### config.mk
export PLATFORM = sky130hd
export DESIGN_NAME = brs_blend
export DESIGN_NICKNAME = d
export VERILOG_FILES = /design/src/rtl/brs_pkg.sv /design/src/rtl/brs_blend.sv
export SDC_FILE = /design/constraint.sdc
export NUM_CORES = 2
export LEC_CHECK = 0
export ABC_CLOCK_PERIOD_IN_PS = 6500
export BUFFER_PORTS_ARGS = -buffer_cell sky130_fd_sc_hd__buf_4
export CAP_MARGIN = 0
export CELL_PAD_IN_SITES_DETAIL_PLACEMENT = 0
export CELL_PAD_IN_SITES_GLOBAL_PLACEMENT = 1
export CORE_MARGIN = 2
export CORE_UTILIZATION = 30
export CTS_CLUSTER_DIAMETER = 100
export DETAILED_ROUTE_END_ITERATION = 8
export PLACE_DENSITY = 0.49
export SLEW_MARGIN = 20
export SYNTH_ARGS = -nofsm -noshare
export SYNTH_HDL_FRONTEND = slang
export SYNTH_SLANG_ARGS = --single-unit
### constraint.sdc
create_clock -name clk -period 6.5 [get_ports clk]
set_input_delay 0.325 -clock clk [delete_from_list [all_inputs] [get_ports clk]]
set_output_delay 0.325 -clock clk [all_outputs]
set_load 0.01 [all_outputs]
### src/rtl/brs_pkg.sv
// ----------------------------------------------------------------------------
// Bilinear raster sampler package
// Field widths, register map, outcome codes and the structs that travel
// between the sampler's modules.
// ----------------------------------------------------------------------------
package brs_pkg;

	// Fixed field widths of the stream words and the register port.
	localparam int POS_BITS      = 18;
	localparam int COORD_BITS    = 8;
	localparam int WSAMPLE_BITS  = 24;
	localparam int ELEV_BITS     = 24;
	localparam int SIZE_BITS     = 9;
	localparam int CFG_DATA_BITS = 32;
	localparam int CFG_ADDR_BITS = 5;
	localparam int S_TDATA_BITS  = 80;
	localparam int M_TDATA_BITS  = 24;

	// Saturation limits of the elevation result.
	localparam int ELEV_MAX = 8388607;
	localparam int ELEV_MIN = -8388608;

	// Operation carried in the input tuser.
	localparam logic OP_WRITE = 1'b0;
	localparam logic OP_QUERY = 1'b1;

	// Register indexes (byte address divided by four).
	localparam logic [2:0] REG_WIDTH         = 3'd0;
	localparam logic [2:0] REG_HEIGHT        = 3'd1;
	localparam logic [2:0] REG_NODATA_VALUE  = 3'd2;
	localparam logic [2:0] REG_NODATA_ENABLE = 3'd3;
	localparam logic [2:0] REG_OOR_VALUE     = 3'd4;

	// Register reset values.
	localparam logic [SIZE_BITS-1:0]        RST_WIDTH       = 9'd256;
	localparam logic [SIZE_BITS-1:0]        RST_HEIGHT      = 9'd256;
	localparam logic signed [ELEV_BITS-1:0] RST_NODATA      = -24'sd159984;
	localparam logic                        RST_NODATA_EN   = 1'b0;
	localparam logic signed [ELEV_BITS-1:0] RST_OOR_VALUE   = 24'sd0;

	// Result classification carried in the output tuser.
	typedef enum logic [1:0] {
		OUT_INTERP = 2'd0,
		OUT_SINGLE = 2'd1,
		OUT_RANGE  = 2'd2,
		OUT_NODATA = 2'd3
	} outcome_t;

	typedef struct packed {
		logic signed [ELEV_BITS-1:0] elevation;
		outcome_t                    outcome;
	} result_t;

	// Position decode flags from the locate stage.
	typedef struct packed {
		logic oor;
		logic single;
	} loc_flags_t;

	// Start request to the blend pipeline.
	typedef struct packed {
		logic start;
		logic single;
		logic nodata_en;
	} blend_req_t;

endpackage

### src/rtl/brs_blend.sv
// ----------------------------------------------------------------------------
// Bilinear raster sampler blend pipeline
// Four-stage fixed-point bilinear blend of the corner samples: x products,
// x rounding, y products, y rounding with saturation and outcome selection.
// ----------------------------------------------------------------------------
module brs_blend
	import brs_pkg::*;
#(
	parameter int SAMPLE_BITS = 24,
	parameter int FRAC_BITS   = 8
) (
	input  logic                             clk,
	input  logic                             arst_n,
	input  blend_req_t                       req,
	input  logic signed [ELEV_BITS-1:0]      nodata_value,
	input  logic signed [SAMPLE_BITS-1:0]    z00,
	input  logic signed [SAMPLE_BITS-1:0]    z01,
	input  logic signed [SAMPLE_BITS-1:0]    z10,
	input  logic signed [SAMPLE_BITS-1:0]    z11,
	input  logic signed [FRAC_BITS:0]        dx,
	input  logic signed [FRAC_BITS:0]        dy,
	output logic                             done,
	output result_t                          result
);

	localparam int WT = FRAC_BITS + 2;          // weight width
	localparam int PW = SAMPLE_BITS + WT;       // x product width
	localparam int PS = PW + 1;                 // x sum width
	localparam int ZW = PS - FRAC_BITS;         // x blend width
	localparam int QW = ZW + WT;                // y product width
	localparam int QS = QW + 1;                 // y sum width
	localparam int RW = QS - FRAC_BITS;         // y blend width
	localparam logic signed [WT-1:0] W_ONE  = WT'(1) <<< FRAC_BITS;
	localparam logic signed [PS-1:0] P_HALF = PS'(1) <<< (FRAC_BITS - 1);
	localparam logic signed [QS-1:0] Q_HALF = QS'(1) <<< (FRAC_BITS - 1);

	logic signed [WT-1:0]          wxa;
	logic signed [WT-1:0]          wxb;
	logic signed [PS-1:0]          sum0;
	logic signed [PS-1:0]          sum1;
	logic signed [QS-1:0]          sum_y;
	logic signed [RW-1:0]          blend_y;
	logic signed [RW-1:0]          pick;
	logic signed [ELEV_BITS-1:0]   elev_sat;

	logic                          v_s1, v_s2, v_s3, v_s4;
	logic signed [PW-1:0]          p0_s1, p1_s1, p2_s1, p3_s1;
	logic signed [WT-1:0]          wya_s1, wyb_s1, wya_s2, wyb_s2;
	logic                          single_s1, single_s2, single_s3;
	logic                          nd_s1, nd_s2, nd_s3;
	logic signed [SAMPLE_BITS-1:0] z00_s1, z00_s2, z00_s3;
	logic signed [ZW-1:0]          z0_s2, z1_s2;
	logic signed [QW-1:0]          q0_s3, q1_s3;
	result_t                       result_s4;

	// Weights from the clamped corner.
	assign wxb = WT'(dx);
	assign wxa = W_ONE - wxb;

	// Rounding sums, halves towards plus infinity.
	assign sum0  = PS'(p0_s1) + PS'(p1_s1) + P_HALF;
	assign sum1  = PS'(p2_s1) + PS'(p3_s1) + P_HALF;
	assign sum_y = QS'(q0_s3) + QS'(q1_s3) + Q_HALF;
	assign blend_y = RW'(sum_y >>> FRAC_BITS);

	// Final selection and saturation.
	always_comb begin
		pick = single_s3 ? RW'(z00_s3) : blend_y;
		if (pick > ELEV_MAX) begin
			elev_sat = ELEV_BITS'(ELEV_MAX);
		end else if (pick < ELEV_MIN) begin
			elev_sat = ELEV_BITS'(ELEV_MIN);
		end else begin
			elev_sat = ELEV_BITS'(pick);
		end
	end

	// Stage valids.
	always_ff @(posedge clk or negedge arst_n) begin
		if (!arst_n) begin
			v_s1 <= 1'b0;
			v_s2 <= 1'b0;
			v_s3 <= 1'b0;
			v_s4 <= 1'b0;
		end else begin
			v_s1 <= req.start;
			v_s2 <= v_s1;
			v_s3 <= v_s2;
			v_s4 <= v_s3;
		end
	end

	// Stage 1: x products and the nodata test.
	always_ff @(posedge clk) begin
		if (req.start) begin
			p0_s1     <= z00 * wxa;
			p1_s1     <= z01 * wxb;
			p2_s1     <= z10 * wxa;
			p3_s1     <= z11 * wxb;
			wyb_s1    <= WT'(dy);
			wya_s1    <= W_ONE - WT'(dy);
			single_s1 <= req.single;
			nd_s1     <= req.nodata_en &&
			             ((z00 == nodata_value) || (z01 == nodata_value) ||
			              (z10 == nodata_value) || (z11 == nodata_value));
			z00_s1    <= z00;
		end
	end

	// Stage 2: round the two row blends.
	always_ff @(posedge clk) begin
		if (v_s1) begin
			z0_s2     <= ZW'(sum0 >>> FRAC_BITS);
			z1_s2     <= ZW'(sum1 >>> FRAC_BITS);
			wya_s2    <= wya_s1;
			wyb_s2    <= wyb_s1;
			single_s2 <= single_s1;
			nd_s2     <= nd_s1;
			z00_s2    <= z00_s1;
		end
	end

	// Stage 3: y products.
	always_ff @(posedge clk) begin
		if (v_s2) begin
			q0_s3     <= z0_s2 * wya_s2;
			q1_s3     <= z1_s2 * wyb_s2;
			single_s3 <= single_s2;
			nd_s3     <= nd_s2;
			z00_s3    <= z00_s2;
		end
	end

	// Stage 4: result word.
	always_ff @(posedge clk) begin
		if (v_s3) begin
			if (nd_s3) begin
				result_s4.elevation <= '0;
				result_s4.outcome   <= OUT_NODATA;
			end else begin
				result_s4.elevation <= elev_sat;
				result_s4.outcome   <= single_s3 ? OUT_SINGLE : OUT_INTERP;
			end
		end
	end

	assign done   = v_s4;
	assign result = result_s4;

endmodule

=== Word level (Yosys, flattened, before mapping) ===
Index checks and enable logic that the tools add are counted.

* $add $sub $neg: 8
* Bitwise operators: 0
* Multipliers: 6
* Reduce and logical (&&, ||, !) cells: 5
* Divide/modulo/power cells: 0
* Order comparisons: 2
* Shift operators: 0
* Equal/unequal tests: 4
* Multiplexer cells: 4

{| class="wikitable"
|+ Operator list
! cell !! count
|-
| $eq A24 B24 Y1 || 4
|-
| $add A34 B33 Y35 || 2
|-
| $add A35 B9 Y35 const B || 2
|-
| $mul A24 B10 Y34 || 2
|-
| $mul A24 B9 Y33 || 2
|-
| $add A37 B37 Y38 || 1
|-
| $add A38 B9 Y38 const B || 1
|-
| $mul A27 B10 Y37 || 1
|-
| $mul A27 B9 Y36 || 1
|-
| $gt A30 B24 Y1 const B || 1
|-
| $lt A30 B24 Y1 const B || 1
|-
| $mux W30 || 1
|-
| $mux W24 || 1
|-
| $mux W23 || 1
|-
| $sub A10 B9 Y10 const A || 2
|-
| $logic_or A1 B1 Y1 || 3
|-
| $reduce_or A2 Y1 || 1
|-
| $logic_and A1 B1 Y1 || 1
|-
| $mux W1 || 1
|}

* Flip-flop bits (word level): 408
* Logic and storage cells: 57
* Memories kept: 0
* Bits in latches: 0
* Output and inout port bits: 27
* Memory bits (read-only): 0
* Input bits: 143
* Bits in writable memories: 0

=== Longest topological paths before layout ===
* Depth in word-level cells: 6
* Mapped depth: 29

=== Least setup slack after synthesis ===
OpenSTA, ideal clock, no wires.

* Kind: input port to flip-flop
* From: input port dx[2]
* To: register p0_s1[21] (data pin)
* Buffers on the path: 4
* Cell stages on the path: 27
* Library setup time: 259 ps
* Data arrival time: 6403 ps
* Slack: -162 ps
* Path through: clkbuf_1 -> nor3_1 -> nand3_1 -> or3_1 -> or3_1 -> clkbuf_1 -> clkbuf_1 -> clkbuf_1 -> nor2_1 -> fa_1 -> fa_1 -> fa_1 -> fa_1 -> inv_1 -> fa_1 -> inv_1 -> ha_1 -> a21o_1 -> a21oi_1 -> inv_1 -> a2111oi_0 -> a211oi_1 -> nand2b_1 -> a21o_1 -> a21o_1 -> a21oi_1 -> xnor2_1

* Longest elaborated chain between the ends: 2

{| class="wikitable"
|+ RTL lines
! item !! line !! text
|-
| start, declared || brs_blend.sv:20 || <nowiki>input logic signed [FRAC_BITS:0] dx,</nowiki>
|-
| $sub A10 B9 Y10 || brs_blend.sv:58 || <nowiki>assign wxa = W_ONE - wxb;</nowiki>
|-
| $mul A24 B10 Y34 || brs_blend.sv:96 || <nowiki>p0_s1 <= z00 * wxa;</nowiki>
|-
| end signal, assigned || brs_blend.sv:96 ||
|-
| end, declared || brs_blend.sv:47 || <nowiki>logic signed [PW-1:0] p0_s1, p1_s1, p2_s1, p3_s1;</nowiki>
|}

Every way passes these cells.
A chain may end at the register's enable or synchronous reset.

=== Worst setup path in the final report ===
* From: input port dx[0]
* To: register p1_s1[32] (netlist name)

* Longest elaborated chain between the ends: 1

{| class="wikitable"
|+ RTL lines
! item !! line !! text
|-
| $mul A24 B9 Y33 || brs_blend.sv:97 || <nowiki>p1_s1 <= z01 * wxb;</nowiki>
|}

Every way passes these cells.

==> impl_metrics.tcl <==
set metrics [dict create \
    outcome "complete, no violations" \
    synth.area.top_cells "fa_1 (35%), edfxtp_1 (18%), ha_1 (12%)" \
    antenna_left 0 \
    drtIter0Drc 2321 \
    crit_path_end_kind "register" \
    viasPerCell 4.58 \
    hold_path.class "primary input to async pin" \
    htree_levels 2 \
    nets 9078 \
    dieWidth_um 477 \
    ys_types 79 \
    cp-start-kind "primary input" \
    die_h_um 477 \
    synth_seq_cells 405 \
    path_max_fanout 33 \
    grt_max_degree 117 \
    ctsRootBufferMaster "clkbuf_16" \
    regArea_um2 12100 \
    setup_viol 0 \
    gp_congestion 0.823 \
    avgSynthCellArea_um2 9.92 \
    path_buf_inv 6 \
    max_freq_mhz 162 \
    slew_violations 0 \
    clkTransAtPathRegs_ns 0.06 \
    clock_skew_ns 0.0358 \
    async_reset_ff_share_pct 0.988 \
    timing.hold.ws_ns 0.0512 \
    crit_type "primary input to register" \
    die-area_um2 227000 \
    slew_headroom_pct 31.4 \
    insertion_delay_ns 0.65 \
    grt_pass1_wl_um 321000 \
    yosys.area.top_type "fa_1" \
    drcViolationCount 0 \
    drt_wl_total_um 210000 \
    nFillCells 22800 \
    cp_cell_sequence "buf_4 > buf_4 > buf_12 > nand2_1 > fa_1 > inv_1 > fa_1 > fa_1 > fa_1 > fa_1 > ha_1 > a21oi_1 > nor2_1 > nor3_1 > nor3_1 > buf_4 > o211ai_1 > a31oi_1 > o21ai_0 > a211oi_1 > a221oi_1 > xnor2_1 > buf_4" \
    yosys_warnings 0 \
    crit_top_cell "fa_1" \
    cts_tree "built" \
    critPathRequiredTime_ns 6.89 \
    yosysSeqAreaShare_pct 18.1 \
    drive_gt1_share_pct 10.4 \
    hold_violations 0 \
    period_share_pct 94.8 \
    final_util_pct 34.4 \
    cts.sinks 405 \
    areaGrowthSynthToFinish_pct 14.0 \
    grt_antenna_before_repair 43 \
    cts_buffers 51 \
    grt-ovfl-total 0 \
    synth_flop_cell "edfxtp_1" \
    multi_input_area_um2 49200 \
    start_util_pct 30.2 \
    rsz0062_at_grt "no" \
    io_pins 170 \
    synthCells 6761 \
    num_rows 173 \
    dr.pass1.iters 5 \
    core_area_um2 222000 \
    io_buffers 169 \
    period_needed_ns 6.16 \
    post_drt_wl_per_cell_um 20.7 \
    vias 46400 \
    slowest_delay_ns 0.57 \
    dp_hpwl_um 175000 \
    clk_path_buf_depth 3 \
    syn-cell-area_um2 67100 \
    grt_usage_pct 18.6 \
    worstMarginPinSlew_ns 1.03 \
    fin_ws_ns 0.338 \
    path_delay_family "adder cells" \
    grt_pass1_vias 50500 \
    synth_top_area_share_pct 35.2 \
    syn_nets 8733 \
    arrival_ns 6.55 \
    synth_edf_count 401 \
    cap_violations 0 \
    pre_cts_ws_ns -0.492 \
    crit_slowest_cell "fa_1" \
]
## path summary, 6_finish.rpt
path	slack [ns]	to	from	cells past startpoint
setup / recovery	0.34	p1_s1[32]	dx[0]	23
hold / removal	0.05	v_s3	arst_n	2
setup reg to reg	0.35	q1_s3[34]	wya_s2[0]	21
hold reg to reg	0.41	z00_s2[18]	z00_s1[18]	0
max in group asynchronous	6.29	v_s2	arst_n	2
min in group clk	0.08	z00_s1[2]	z00[2]	1
## layout by cell type, fill, tap and decap left out, types with 89 or more instances in the layout
cell,n
a21o_1,100
a21oi_1,183
and2_1,584
buf_4,560
edfxtp_1,401
fa_1,1179
ha_1,649
inv_1,1251
nand2_1,777
nand2b_1,117
nor2_1,197
o21ai_0,89
xnor2_1,235
xor2_1,133
## cells by family after synthesis
family	count (synthesis)	share of synthesized area, %
and+or+nand+nor	1956	14.6
buffers and inverters	1561	8.76
DFF	405	18.1
adders and majority gates	1829	47.3
xor gates and xnor gates	375	4.90
AOI/OAI and AO/OA	623	6.16
muxes	12	0.181
## metrics by stage
stage,cell area [um^2],setup TNS (ns),instances
after floorplan,67100,-0.0175,6761
after global placement,74300,-8.43,9994
after detailed placement,74300,-9.03,9994
after CTS,76200,0,10100
after global routing,76400,0,10100
final,76500,0,10100
## registers in the layout, indices dropped and copies added (netlist names), 8 cells and up
| signal | count |
|---|---|
| result | 26 |
| wya_s1 | 10 |
| p1_s1 | 33 |
| q0_s3 | 37 |
| p0_s1 | 34 |
| wyb_s1 | 8 |
| wyb_s2 | 8 |
| p3_s1 | 33 |
| wya_s2 | 10 |
| z00_s1 | 24 |
| q1_s3 | 36 |
| z00_s3 | 24 |
| p2_s1 | 34 |
| z00_s2 | 24 |
| z1_s2 | 27 |
| z0_s2 | 27 |
## final cells by class
type,instances,share of cell area (%)
sequential,405,15.9
inverter,1251,6.14
tap,2975,4.87
clock inverter,33,0.509
clock buffer,62,1.76
multi-input combinational,4795,64.3
timing repair buffer,602,6.42
antenna,18,0.0589
## cell usage after synthesis (4+ instances only)
| library cell | instances |
|---|---|
| a211o_1 | 10 |
| a211oi_1 | 22 |
| a21boi_0 | 7 |
| a21o_1 | 100 |
| a21oi_1 | 185 |
| a221o_1 | 4 |
| a221oi_1 | 6 |
| a31o_2 | 5 |
| a31oi_1 | 25 |
| a41oi_1 | 4 |
| and2_1 | 584 |
| and3_1 | 30 |
| and4_1 | 7 |
| buf_1 | 26 |
| clkbuf_1 | 280 |
| dfrtp_1 | 4 |
| edfxtp_1 | 401 |
| fa_1 | 1179 |
| ha_1 | 650 |
| inv_1 | 1251 |
| mux2i_1 | 11 |
| nand2_1 | 777 |
| nand2b_1 | 117 |
| nand3_1 | 29 |
| nand3b_1 | 9 |
| nand4_1 | 37 |
| nor2_1 | 197 |
| nor2b_1 | 23 |
| nor3_1 | 61 |
| nor3b_1 | 4 |
| nor4_1 | 25 |
| o2111ai_1 | 6 |
| o211ai_1 | 16 |
| o21a_1 | 46 |
| o21ai_0 | 89 |
| o21ai_1 | 4 |
| o21bai_1 | 20 |
| o22ai_1 | 5 |
| o31ai_1 | 27 |
| or2_2 | 23 |
| or3_1 | 16 |
| or4_1 | 8 |
| xnor2_1 | 238 |
| xor2_1 | 137 |
## per-layer routing
| metal | global-route usage [%] | share of wire, % | vias to the layer above |
|---|---|---|---|
| met3 | 1.70 | 3.4 | 160 |
| met2 | 30.8 | 47 | 730 |
| li1 | - | - | 21800 |
| met5 | 0 | 0.026 | - |
| met1 | 26.4 | 48 | 23700 |
| met4 | 3.97 | 2.2 | 8 |
## repair_timing
| action | CTS | global route |
|---|---|---|
| setup buffers | 0 | 23 |
| endpoints found under the hold margin | 18 | 0 |
| hold buffers | 11 | 0 |
| setup endpoints to repair | 0 | 19 |
| gates resized for setup | 0 | 9 |
Power is not shown: default switching activity piles up to over one toggle a cycle in this logic, so the estimate is an artifact.
