File: src/rtl/brs_pkg.sv
// ----------------------------------------------------------------------------
// Bilinear raster sampler package
// Field widths, register map, outcome codes and the structs that travel
// between the sampler's modules.
// ----------------------------------------------------------------------------
package brs_pkg;

	// Fixed field widths of the stream words and the register port.
	localparam int POS_BITS      = 18;
	localparam int COORD_BITS    = 8;
	localparam int WSAMPLE_BITS  = 24;
	localparam int ELEV_BITS     = 24;
	localparam int SIZE_BITS     = 9;
	localparam int CFG_DATA_BITS = 32;
	localparam int CFG_ADDR_BITS = 5;
	localparam int S_TDATA_BITS  = 80;
	localparam int M_TDATA_BITS  = 24;

	// Saturation limits of the elevation result.
	localparam int ELEV_MAX = 8388607;
	localparam int ELEV_MIN = -8388608;

	// Operation carried in the input tuser.
	localparam logic OP_WRITE = 1'b0;
	localparam logic OP_QUERY = 1'b1;

	// Register indexes (byte address divided by four).
	localparam logic [2:0] REG_WIDTH         = 3'd0;
	localparam logic [2:0] REG_HEIGHT        = 3'd1;
	localparam logic [2:0] REG_NODATA_VALUE  = 3'd2;
	localparam logic [2:0] REG_NODATA_ENABLE = 3'd3;
	localparam logic [2:0] REG_OOR_VALUE     = 3'd4;

	// Register reset values.
	localparam logic [SIZE_BITS-1:0]        RST_WIDTH       = 9'd256;
	localparam logic [SIZE_BITS-1:0]        RST_HEIGHT      = 9'd256;
	localparam logic signed [ELEV_BITS-1:0] RST_NODATA      = -24'sd159984;
	localparam logic                        RST_NODATA_EN   = 1'b0;
	localparam logic signed [ELEV_BITS-1:0] RST_OOR_VALUE   = 24'sd0;

	// Result classification carried in the output tuser.
	typedef enum logic [1:0] {
		OUT_INTERP = 2'd0,
		OUT_SINGLE = 2'd1,
		OUT_RANGE  = 2'd2,
		OUT_NODATA = 2'd3
	} outcome_t;

	typedef struct packed {
		logic signed [ELEV_BITS-1:0] elevation;
		outcome_t                    outcome;
	} result_t;

	// Position decode flags from the locate stage.
	typedef struct packed {
		logic oor;
		logic single;
	} loc_flags_t;

	// Start request to the blend pipeline.
	typedef struct packed {
		logic start;
		logic single;
		logic nodata_en;
	} blend_req_t;

endpackage

File: src/rtl/brs_locate.sv
// ----------------------------------------------------------------------------
// Bilinear raster sampler locate stage
// Decodes a query position into the range test, the clamped corner
// coordinates and the fractional offsets, registered at query accept.
// ----------------------------------------------------------------------------
module brs_locate
	import brs_pkg::*;
#(
	parameter int MAX_COLS  = 256,
	parameter int MAX_ROWS  = 256,
	parameter int FRAC_BITS = 8
) (
	input  logic                              clk,
	input  logic                              load,
	input  logic signed [POS_BITS-1:0]        pos_x,
	input  logic signed [POS_BITS-1:0]        pos_y,
	input  logic [SIZE_BITS-1:0]              raster_width,
	input  logic [SIZE_BITS-1:0]              raster_height,
	output loc_flags_t                        flags,
	output logic [$clog2(MAX_COLS)-1:0]       x0,
	output logic [$clog2(MAX_COLS)-1:0]       x1,
	output logic [$clog2(MAX_ROWS)-1:0]       y0,
	output logic [$clog2(MAX_ROWS)-1:0]       y1,
	output logic signed [FRAC_BITS:0]         dx,
	output logic signed [FRAC_BITS:0]         dy
);

	localparam int CW = $clog2(MAX_COLS);
	localparam int RW = $clog2(MAX_ROWS);
	localparam logic [FRAC_BITS-1:0] FRAC_HALF = FRAC_BITS'(1) << (FRAC_BITS - 1);
	localparam logic signed [POS_BITS-1:0] NEG_HALF = POS_BITS'(-(1 << (FRAC_BITS - 1)));

	logic [CW-1:0]                  wlast_x;
	logic [RW-1:0]                  wlast_y;
	logic signed [CW+FRAC_BITS:0]   lim_x;
	logic signed [RW+FRAC_BITS:0]   lim_y;
	logic signed [POS_BITS-1:0]     fl_x;
	logic signed [POS_BITS-1:0]     fl_y;
	logic                           neg_x;
	logic                           neg_y;
	logic [CW-1:0]                  x0_n;
	logic [CW-1:0]                  x1_n;
	logic [RW-1:0]                  y0_n;
	logic [RW-1:0]                  y1_n;
	logic signed [FRAC_BITS:0]      dx_n;
	logic signed [FRAC_BITS:0]      dy_n;
	loc_flags_t                     flags_n;

	loc_flags_t                     flags_q;
	logic [CW-1:0]                  x0_q;
	logic [CW-1:0]                  x1_q;
	logic [RW-1:0]                  y0_q;
	logic [RW-1:0]                  y1_q;
	logic signed [FRAC_BITS:0]      dx_q;
	logic signed [FRAC_BITS:0]      dy_q;

	// Last usable column and row; a zero size acts as one, an oversize as the maximum.
	always_comb begin
		if (raster_width == '0) begin
			wlast_x = '0;
		end else if (int'(raster_width) > MAX_COLS) begin
			wlast_x = CW'(MAX_COLS - 1);
		end else begin
			wlast_x = CW'(raster_width - 1'b1);
		end
		if (raster_height == '0) begin
			wlast_y = '0;
		end else if (int'(raster_height) > MAX_ROWS) begin
			wlast_y = RW'(MAX_ROWS - 1);
		end else begin
			wlast_y = RW'(raster_height - 1'b1);
		end
	end

	// Range test and corner decode. Inside the range the floor corner is at
	// least minus one and at most the last index, so clamping is a small mux.
	always_comb begin
		lim_x = {1'b0, wlast_x, FRAC_HALF};
		lim_y = {1'b0, wlast_y, FRAC_HALF};
		fl_x  = pos_x >>> FRAC_BITS;
		fl_y  = pos_y >>> FRAC_BITS;
		neg_x = pos_x[POS_BITS-1];
		neg_y = pos_y[POS_BITS-1];

		x0_n = neg_x ? '0 : CW'(fl_x);
		y0_n = neg_y ? '0 : RW'(fl_y);
		x1_n = neg_x ? '0 : ((x0_n == wlast_x) ? wlast_x : x0_n + 1'b1);
		y1_n = neg_y ? '0 : ((y0_n == wlast_y) ? wlast_y : y0_n + 1'b1);

		// Offset from the clamped corner; negative only left of or above the raster.
		dx_n = neg_x ? (FRAC_BITS+1)'(pos_x) : {1'b0, pos_x[FRAC_BITS-1:0]};
		dy_n = neg_y ? (FRAC_BITS+1)'(pos_y) : {1'b0, pos_y[FRAC_BITS-1:0]};

		flags_n.oor    = (pos_x < NEG_HALF) || (pos_x > lim_x) ||
		                 (pos_y < NEG_HALF) || (pos_y > lim_y);
		flags_n.single = (x0_n == x1_n) && (y0_n == y1_n);
	end

	// Hold the decode for the fetch sequence.
	always_ff @(posedge clk) begin
		if (load) begin
			flags_q <= flags_n;
			x0_q    <= x0_n;
			x1_q    <= x1_n;
			y0_q    <= y0_n;
			y1_q    <= y1_n;
			dx_q    <= dx_n;
			dy_q    <= dy_n;
		end
	end

	assign flags = flags_q;
	assign x0    = x0_q;
	assign x1    = x1_q;
	assign y0    = y0_q;
	assign y1    = y1_q;
	assign dx    = dx_q;
	assign dy    = dy_q;

endmodule

File: config.mk
export PLATFORM = sky130hd
export DESIGN_NAME = brs_locate
export DESIGN_NICKNAME = d
export VERILOG_FILES = /design/src/rtl/brs_pkg.sv /design/src/rtl/brs_locate.sv
export SDC_FILE = /design/constraint.sdc
export NUM_CORES = 1
export LEC_CHECK = 0
export ABC_AREA = 1
export BUFFER_PORTS_ARGS = -buffer_cell sky130_fd_sc_hd__clkbuf_2
export CORE_ASPECT_RATIO = 0.7
export CORE_MARGIN = 5
export CORE_UTILIZATION = 39
export DETAILED_ROUTE_END_ITERATION = 8
export PLACE_DENSITY = 0.75
export RECOVER_POWER = 50
export SKIP_CTS_REPAIR_TIMING = 1
export SLEW_MARGIN = 20
export SYNTH_ARGS = -nofsm -noshare
export SYNTH_HDL_FRONTEND = slang
export SYNTH_SLANG_ARGS = --single-unit
export TNS_END_PERCENT = 20
File: constraint.sdc
create_clock -name clk -period 6.4 [get_ports clk]
set_input_delay 0.32 -clock clk [delete_from_list [all_inputs] [get_ports clk]]
set_output_delay 0.32 -clock clk [all_outputs]
set_load 0.02 [all_outputs]
Word level (Yosys, flattened, before mapping)
Cells that the tools add are included.
Storage, ports and cells
  register bits: 52
  bits in latches: 0
  memory bits (writable): 0
  memory bits (read-only): 0
  input port bits: 56
  word-level logic and storage cells: 40
  memories: 0
Operators by class
  $add $sub $neg: 4
  $mul: 0
  div/mod/pow operators: 0
  order comparisons: 6
  equal/unequal tests: 4
  shifts and indexed selects: 0
  muxes and demuxes: 10
  bitwise operators: 0
  reduce and logical (&&, ||, !) cells: 6
Operator list (count)
  two-way mux 8 bit: 10
  greater-than comparator 18 x 17 -> 1 bit: 2
  less-than comparator 18 x 8 -> 1 bit, second input constant: 2
  equality test 8 bit: 4
  greater-than comparator 9 bit, second input constant: 2
  logical NOT 9 bit: 2
  adder 8 x 1 -> 8 bit, second input constant: 2
  subtractor 8 x 1 -> 8 bit, second input constant: 2
  logical OR 1 bit: 3
  logical AND 1 bit: 1

Depth between registers and ports, before layout
Gate-level depths: netlist of run 1.
  depth in word-level cells: 8
  mapped depth: 17
  depth with buffers taken out: 17

Least setup slack after synthesis of run 1
No wires, ideal clock.
  path type: input port to flip-flop
  start: input raster_height[0]
  end: register flags_q, in the netlist flags[1], data pin
  setup time: 0.263 ns
  arrival time: 1.971 ns
  data required time: 6.137 ns
  slack: 4.166 ns
  cell stages on the path: 17
  buffers on the path: 0
  path through: inv_1 > ha_1 > nand2_1 > nor2_1 > nand2_2 > nand2_1 > nand2_1 > inv_1 > ha_1 > a21oi_1 > o21ai_0 > a21oi_1 > o21ai_0 > nand3_1 > nand3_1 > nand3_1 > nand3_1
RTL lines
  start: declaration: RTL line brs_locate.sv:18  | input logic [SIZE_BITS-1:0] raster_height,
  end signal: assignment: RTL line brs_locate.sv:102  | flags_q <= flags_n;
  end: declaration: RTL line brs_locate.sv:49  | loc_flags_t flags_q;

Final worst setup path of run 1
  start: input load
  end: register y1_q[5], in the netlist y1[5] (enable)
RTL lines
  start: declaration: RTL line brs_locate.sv:14  | input logic load,
  end signal: assignment: RTL line brs_locate.sv:106  | y1_q <= y1_n;
  end: declaration: RTL line brs_locate.sv:53  | logic [RW-1:0] y1_q;
No word-level cell between the ends.

==> results of run 1 <==
==> registers in the layout (all words and copies together), names as in the netlist <==
name	cells
x0	8
dx	9
y0	8
dy	9
x1	8
flags	2
y1	8
==> logic make-up (layout without fill, tap and decap cells) <==
kind of cell    Yosys count  after routing  share of synthesized area, %
compound gates           39             39                          6.51
xor+xnor                 10             10                          2.55
fa+ha+maj                22             22                          8.00
buf+inv                  57            169                          6.29
flops                    52             52                          45.4
simple gates            238            238                          31.2
==> where the power goes <==
part	internal, mW	switching, mW	total [mW]
Sequential	0.406	0.00723	0.414
Clock	0.146	0.124	0.270
Combinational	0.0628	0.133	0.196
==> cells in the mapped netlist (7+ instances only) <==
cell type	instances	area, sq um
nand3_1	36	180
nand4_1	13	81.3
nand3b_1	7	52.6
nor2_1	40	150
ha_1	22	275
nand2_1	118	443
inv_1	50	188
edfxtp_1	52	1560
o21ai_0	12	60.1
xor2_1	8	70.1
o21ai_1	10	50.1
a21oi_1	10	50.1
==> per-layer routing <==
metal	vias to the layer above	track usage (%)	part of all wire (%)
li1	1633	-	-
met1	1467	28.1	52
met2	157	23.6	39
met3	4	3.51	8.7
met4	0	3.96	0.60
met5	-	0	0
==> final cells by class <==
cell class	count	area, sq um
inverter	53	199
tap	120	150
multi-input combinational	309	1660
clock inverter	2	16.3
timing repair buffer	108	517
fill	863	4280
clock buffer	6	129
sequential	52	1560
==> path summary, 6_finish.rpt <==
path | to | startpoint | slack [ps]
worst max-delay path | y1[5] | load | 3850
worst min-delay path | dy[2] | pos_y[2] | 240
==> cells in the final DEF, fill, tap and decap left out, types with 5 or more instances in the layout <==
cell type	netlist	layout
nand4_1	13	13
clkbuf_2	0	89
ha_1	22	22
o21ai_0	12	12
clkbuf_16	0	5
xor2_1	8	8
nor3_1	5	5
nand3b_1	7	7
edfxtp_1	52	52
nor2_1	40	40
clkbuf_1	2	19
inv_1	50	50
a21oi_1	10	10
nand3_1	36	36
nand2_1	118	118
o21ai_1	10	10
==> summary.md, run 1 <==
### Global route
* **largest net degree at the start of global routing** 53
* **vias in the first global route** 2872
* **total overflow reported by the global router** 0
* **global-route wire length before repair** 14.7 mm
* **Global Route Usage Sum** 17.5%
* **initial antenna violation count** 0

### Critical path
* **list of cells traversed by the critical path** clkbuf_2 > clkbuf_1
* **Critical Path RT** 6240 ps
* **family with the most delay on the worst path** buffers and inverters
* **crit path capture type** register
* **startpoint types** input port
* **Slowest cell on crit path** clkbuf_1
* **Critical Setup Path Class** input port to register
* **WP depth** 2
* **Critical path buffers and inverters** 2
* **CP Max Fanout** 52
* **delay of the slowest cell on the worst path** 1960 ps
* **arrival time at the worst endpoint** 2390 ps

### Floorplan
* **die boundary width** 122 um
* **DIE AREA** 10800 sq um
* **initial core utilization** 40.4%
* **# IOs** 108
* **overall die height** 88.6 um
* **Placement Rows** 28
* **Core Footprint** 8510 sq um

### Hold path
* **Hold WC Path Type** input port to register
* **worst hold path stage count** 1

### Routing
* **detailed-route wire length** 9.46 mm
* **vias per cell** 5.02
* **routed length per placed instance** 14.5 um
* **number of remaining DRC errors** 0
* **TritonRoute pass-1 iters** 5
* **Detail Route Antenna Nets** 0
* **DR iter-0 viols** 294
* **detailed-route via count** 3261

### STA
* **fraction of the cycle the final worst path needs** 39.8%
* **Final min period** 2550 ps
* **minimum setup slack in the final design** 3850 ps
* **setup violation total in the final timing report** 0
* **Worst Hold Slack** 244 ps
* **transition time of the tightest slew-check pin** 2790 ps
* **max-slew violation total from the final report** 53
* **highest attainable clock frequency** 392 MHz
* **Fin. Hold Viols** 0
* **unrepaired setup endpoints after global routing** false
* **setup_tns** 0 ps
* **tightest slew margin relative to the limit** -85.7%

### Cells and area
* **Area growth, synth to finish** 23.1%
* **total non-filler cell area in the finished layout** 4230 sq um
* **count of nets after finishing** 607
* **number of diodes added for antenna fixing** 0
* **non-filler cells, final** 650
* **post-layout utilization of the core** 49.7%
* **proportion of layout cells with a drive suffix above 1** 21.7%

### Outcome
* **violations in the final reports** max-capacitance violations, max-slew violations
* **status** finished with violations

### Placement
* **half-perimeter wire length of the detailed placement result** 7.52 mm
* **GP Congestion** 0.933
* **post-placement cell count** 642
* **cell area after placement** 4120 sq um
* **Port-buffer cells** 107
* **Post-Place Worst Slack** 3800 ps

### Pwr
* **Design Power** 879 uW
* **VDD IR max** 96.3 uV
* **P per Cell Area** 208 nW/um^2
* **leakage power** 2.06 nW

### Synth
* **share of synthesized flip-flops with an asynchronous set or reset** 0%
* **Unique masters post-synth** 31
* **part of the Yosys area used for sequential elements** 45.4%
* **post-synth net total** 496
* **register bit count reported by yosys** 52
* **syn_area_per_cell** 8.23 sq um
* **EDFF count, synth** 52
* **leading register cell type out of synthesis** edfxtp_1
* **gate count after technology mapping** 418
* **count of yosys warnings during synthesis** 0
* **synthesized cell area** 3440 sq um

### Flow run
* **# Max-Cap Violations** 1

### Clock network
* **root buf cell** clkbuf_16
* **TritonCTS clock tree** yes
* **H-tree Lvls** 2
* **Worst-path clk slew** 60 ps
* **sinks on the clock net** 52
* **Max Root-Sink Buffers** 2
* **CTS buffer count** 5

No activity file was read; power rests on OpenSTA's default activity.
==> run 2, diff against run 1 <==
--- a/config.mk
+++ b/config.mk
@@ -5,13 +5,13 @@
 export SDC_FILE = /design/constraint.sdc
 export NUM_CORES = 1
 export LEC_CHECK = 0
-export ABC_AREA = 1
+export ABC_AREA = 0
 export BUFFER_PORTS_ARGS = -buffer_cell sky130_fd_sc_hd__clkbuf_2
 export CORE_ASPECT_RATIO = 0.7
 export CORE_MARGIN = 5
 export CORE_UTILIZATION = 39
 export DETAILED_ROUTE_END_ITERATION = 8
-export PLACE_DENSITY = 0.75
+export PLACE_DENSITY = 0.74
 export RECOVER_POWER = 50
 export SKIP_CTS_REPAIR_TIMING = 1
 export SLEW_MARGIN = 20
==> constraint.sdc (replaced) <==
create_clock -name clk -period 2.56 [get_ports clk]
set_input_delay 0.128 -clock clk [delete_from_list [all_inputs] [get_ports clk]]
set_output_delay 0.128 -clock clk [all_outputs]
set_load 0.02 [all_outputs]
==> summary.md, run 2 <==
### Critical path
* **Slowest cell on crit path** or4b_4
* **crit path capture type** register
* **list of cells traversed by the critical path** clkbuf_2 > inv_4 > ha_4 > or4b_4 > nor3_1 > o21a_1 > ha_1 > a21o_1 > a21oi_2 > o21a_1 > o21ai_1 > a211oi_2 > o311ai_1
* **Critical Setup Path Class** input port to register
* **CP Max Fanout** 4, -92%
* **cell occurring most often along the worst timing path** o21a_1
* **delay of the slowest cell on the worst path** 510 ps, -1450 ps
* **Critical Path RT** 2590 ps, -3650 ps
* **family with the most delay on the worst path** compound AO/OA/AOI/OAI gates
* **startpoint types** input port
* **Critical path buffers and inverters** 2, unchanged
* **arrival time at the worst endpoint** 2600 ps, +210 ps

### Global route
* **global-route wire length before repair** 18.6 mm, +26%
* **largest net degree at the start of global routing** 23, -57%
* **Global Route Usage Sum** 19.7%, +2.3 points
* **vias in the first global route** 3592, +25%
* **initial antenna violation count** 0, unchanged
* **total overflow reported by the global router** 0, unchanged

### Routing
* **routed length per placed instance** 17.7 um, +22%
* **detailed-route wire length** 11.9 mm, +26%
* **Detail Route Antenna Nets** 0, unchanged
* **DR iter-0 viols** 250, -15%
* **detailed-route via count** 3803, +17%
* **TritonRoute pass-1 iters** 5, unchanged
* **vias per cell** 5.66, +13%
* **number of remaining DRC errors** 0, unchanged

### Synth
* **commonest cells in the netlist** 52 x edfxtp_1, 23 x nand3_1, 22 x ha_1
* **syn_area_per_cell** 10.1 sq um, +23%
* **gate count after technology mapping** 371, -11%
* **area share of the largest cell type after synthesis** 41.7%, -3.7 points
* **leading register cell type out of synthesis** edfxtp_1
* **post-synth net total** 449, -9.5%
* **library cell with the largest summed area after synthesis** edfxtp_1
* **register bit count reported by yosys** 52, unchanged
* **synth top area cells** edfxtp_1 42%, ha_1 7.3%, nand3_1 3.1%, xnor2_1 2.8%, a21oi_1 2.1%
* **count of yosys warnings during synthesis** 0, unchanged
* **leading cell type by number of instances after synthesis** edfxtp_1
* **part of the Yosys area used for sequential elements** 41.7%, -3.7 points
* **share of synthesized flip-flops with an asynchronous set or reset** 0%, unchanged
* **EDFF count, synth** 52, unchanged
* **synthesized cell area** 3750 sq um, +9.0%
* **Unique masters post-synth** 73, +140%

### Cells and area
* **most frequent cells in the layout** 73 x buf_4, 70 x clkbuf_2, 52 x edfxtp_1, 42 x clkbuf_1, 23 x nand3_1
* **most frequent standard cell in the layout excluding fill and tap cells** buf_4
* **proportion of layout cells with a drive suffix above 1** 34.1%, +12 points
* **number of filler instances in the final layout** 855, -0.93%
* **count of nets after finishing** 625, +3.0%
* **number of diodes added for antenna fixing** 0, unchanged
* **non-filler cells, final** 672, +3.4%
* **total non-filler cell area in the finished layout** 5180 sq um, +22%
* **Area growth, synth to finish** 38.2%

### Floorplan
* **Core Footprint** 9220 sq um, +8.3%
* **# IOs** 108, unchanged
* **initial core utilization** 40.7%, +0.27 points
* **Placement Rows** 29, +3.6%
* **DIE AREA** 11700 sq um, +8.1%
* **overall die height** 92.0 um, +3.9%
* **die boundary width** 127 um, +4.0%

### Clock network
* **TritonCTS clock tree** yes
* **H-tree Lvls** 2, unchanged
* **Worst-path clk slew** 70 ps, about the same
* **Max Root-Sink Buffers** 2, unchanged
* **sinks on the clock net** 52, unchanged
* **root buf cell** clkbuf_16
* **CTS buffer count** 5, unchanged

### Placement
* **Port-buffer cells** 107, unchanged
* **GP Congestion** 0.912, -2.2%
* **post-placement cell count** 661, +3.0%
* **half-perimeter wire length of the detailed placement result** 9.63 mm, +28%
* **cell area after placement** 4970 sq um, +21%
* **Post-Place Worst Slack** -354 ps, -4150 ps

### Pwr
* **P per Cell Area** 479 nW/um^2, +130%
* **Design Power** 2.48 mW, +180%
* **leakage power** 2.13 nW, +3.7%
* **VDD IR max** 227 uV, +140%

### Outcome
* **status** finished with violations
* **violations in the final reports** negative setup slack

### STA
* **max-slew violation total from the final report** 0, -100%
* **fraction of the cycle the final worst path needs** 100%
* **setup violation total in the final timing report** 1, +1
* **unrepaired setup endpoints after global routing** true
* **transition time of the tightest slew-check pin** 1260 ps, -1520 ps
* **Fin. Hold Viols** 0, unchanged
* **Final min period** 2570 ps
* **minimum setup slack in the final design** -9.79 ps, -3860 ps
* **highest attainable clock frequency** 389 MHz
* **tightest slew margin relative to the limit** 15.8%, +100 points

### Hold path
* **Hold WC Path Type** input port to register

### Flow run
* **# Max-Cap Violations** 0, -1

[run 2: changes by cell type after synthesis, sizes merged, moves of 10 or more]
| cell | change |
|---|---|
| nand3 | -15 |
| nand2 | -107 |
| inv | -36 |
| xnor2 | +10 |
| nor2b | +12 |
| nor2 | -25 |
[run 2: final timing paths]
path / start / to / cells after the start
max: raster_height[1] / flags[1] / 13
min: pos_y[0] / dy[0] / 1
[run 2: cell type report]
class                           count  area, sq um  share of cell area, %
Sequential cell                    52         1560                   30.1
Tap cell                          124          155                   2.99
Clock inverter                      2         38.8                  0.749
Inverter                           17         71.3                   1.38
Multi-Input combinational cell    286         2160                   41.7
Clock buffer                        6          129                   2.49
Timing Repair Buffer              185         1060                   20.5
[run 2: logic make-up after synthesis]
| group | after synthesis | share of synthesized area [%] |
|---|---|---|
| AO/OA/AOI/OAI | 95 | 18.3 |
| XOR/XNOR | 20 | 4.67 |
| adder cells (fa/ha/maj) | 22 | 7.34 |
| buffers and inverters | 33 | 3.60 |
| flip-flops | 52 | 41.7 |
| multiplexers | 7 | 1.90 |
| AND/OR/NAND/NOR | 142 | 22.5 |
[run 2: per-stage QoR]
stage | hold slack [ps] | TNS, ps | util (%)
finish | 22.6 | -9.79 | 56.2
global route | 14.2 | -74.9 | 56.2
CTS | 17.6 | -38.2 | 55.8
detailed placement | 329 | -3960 | 54.0
global placement | 321 | -2400 | 54.0
floorplan | 227 | -180 | -
[run 2: where the power goes]
part | leakage (nW) | internal [mW] | switching, mW
registers | 0.504 | 1.01 | 0.0186
logic | 1.55 | 0.268 | 0.403
clock network | 0.0815 | 0.466 | 0.311
[run 2: per-layer routing]
layer	up-vias	wire (um)	track usage [%]
met5	-	0	0
met4	0	187	5.00
met3	18	983	3.60
met2	159	5140	28.8
met1	1821	5610	29.9
li1	1805	-	-
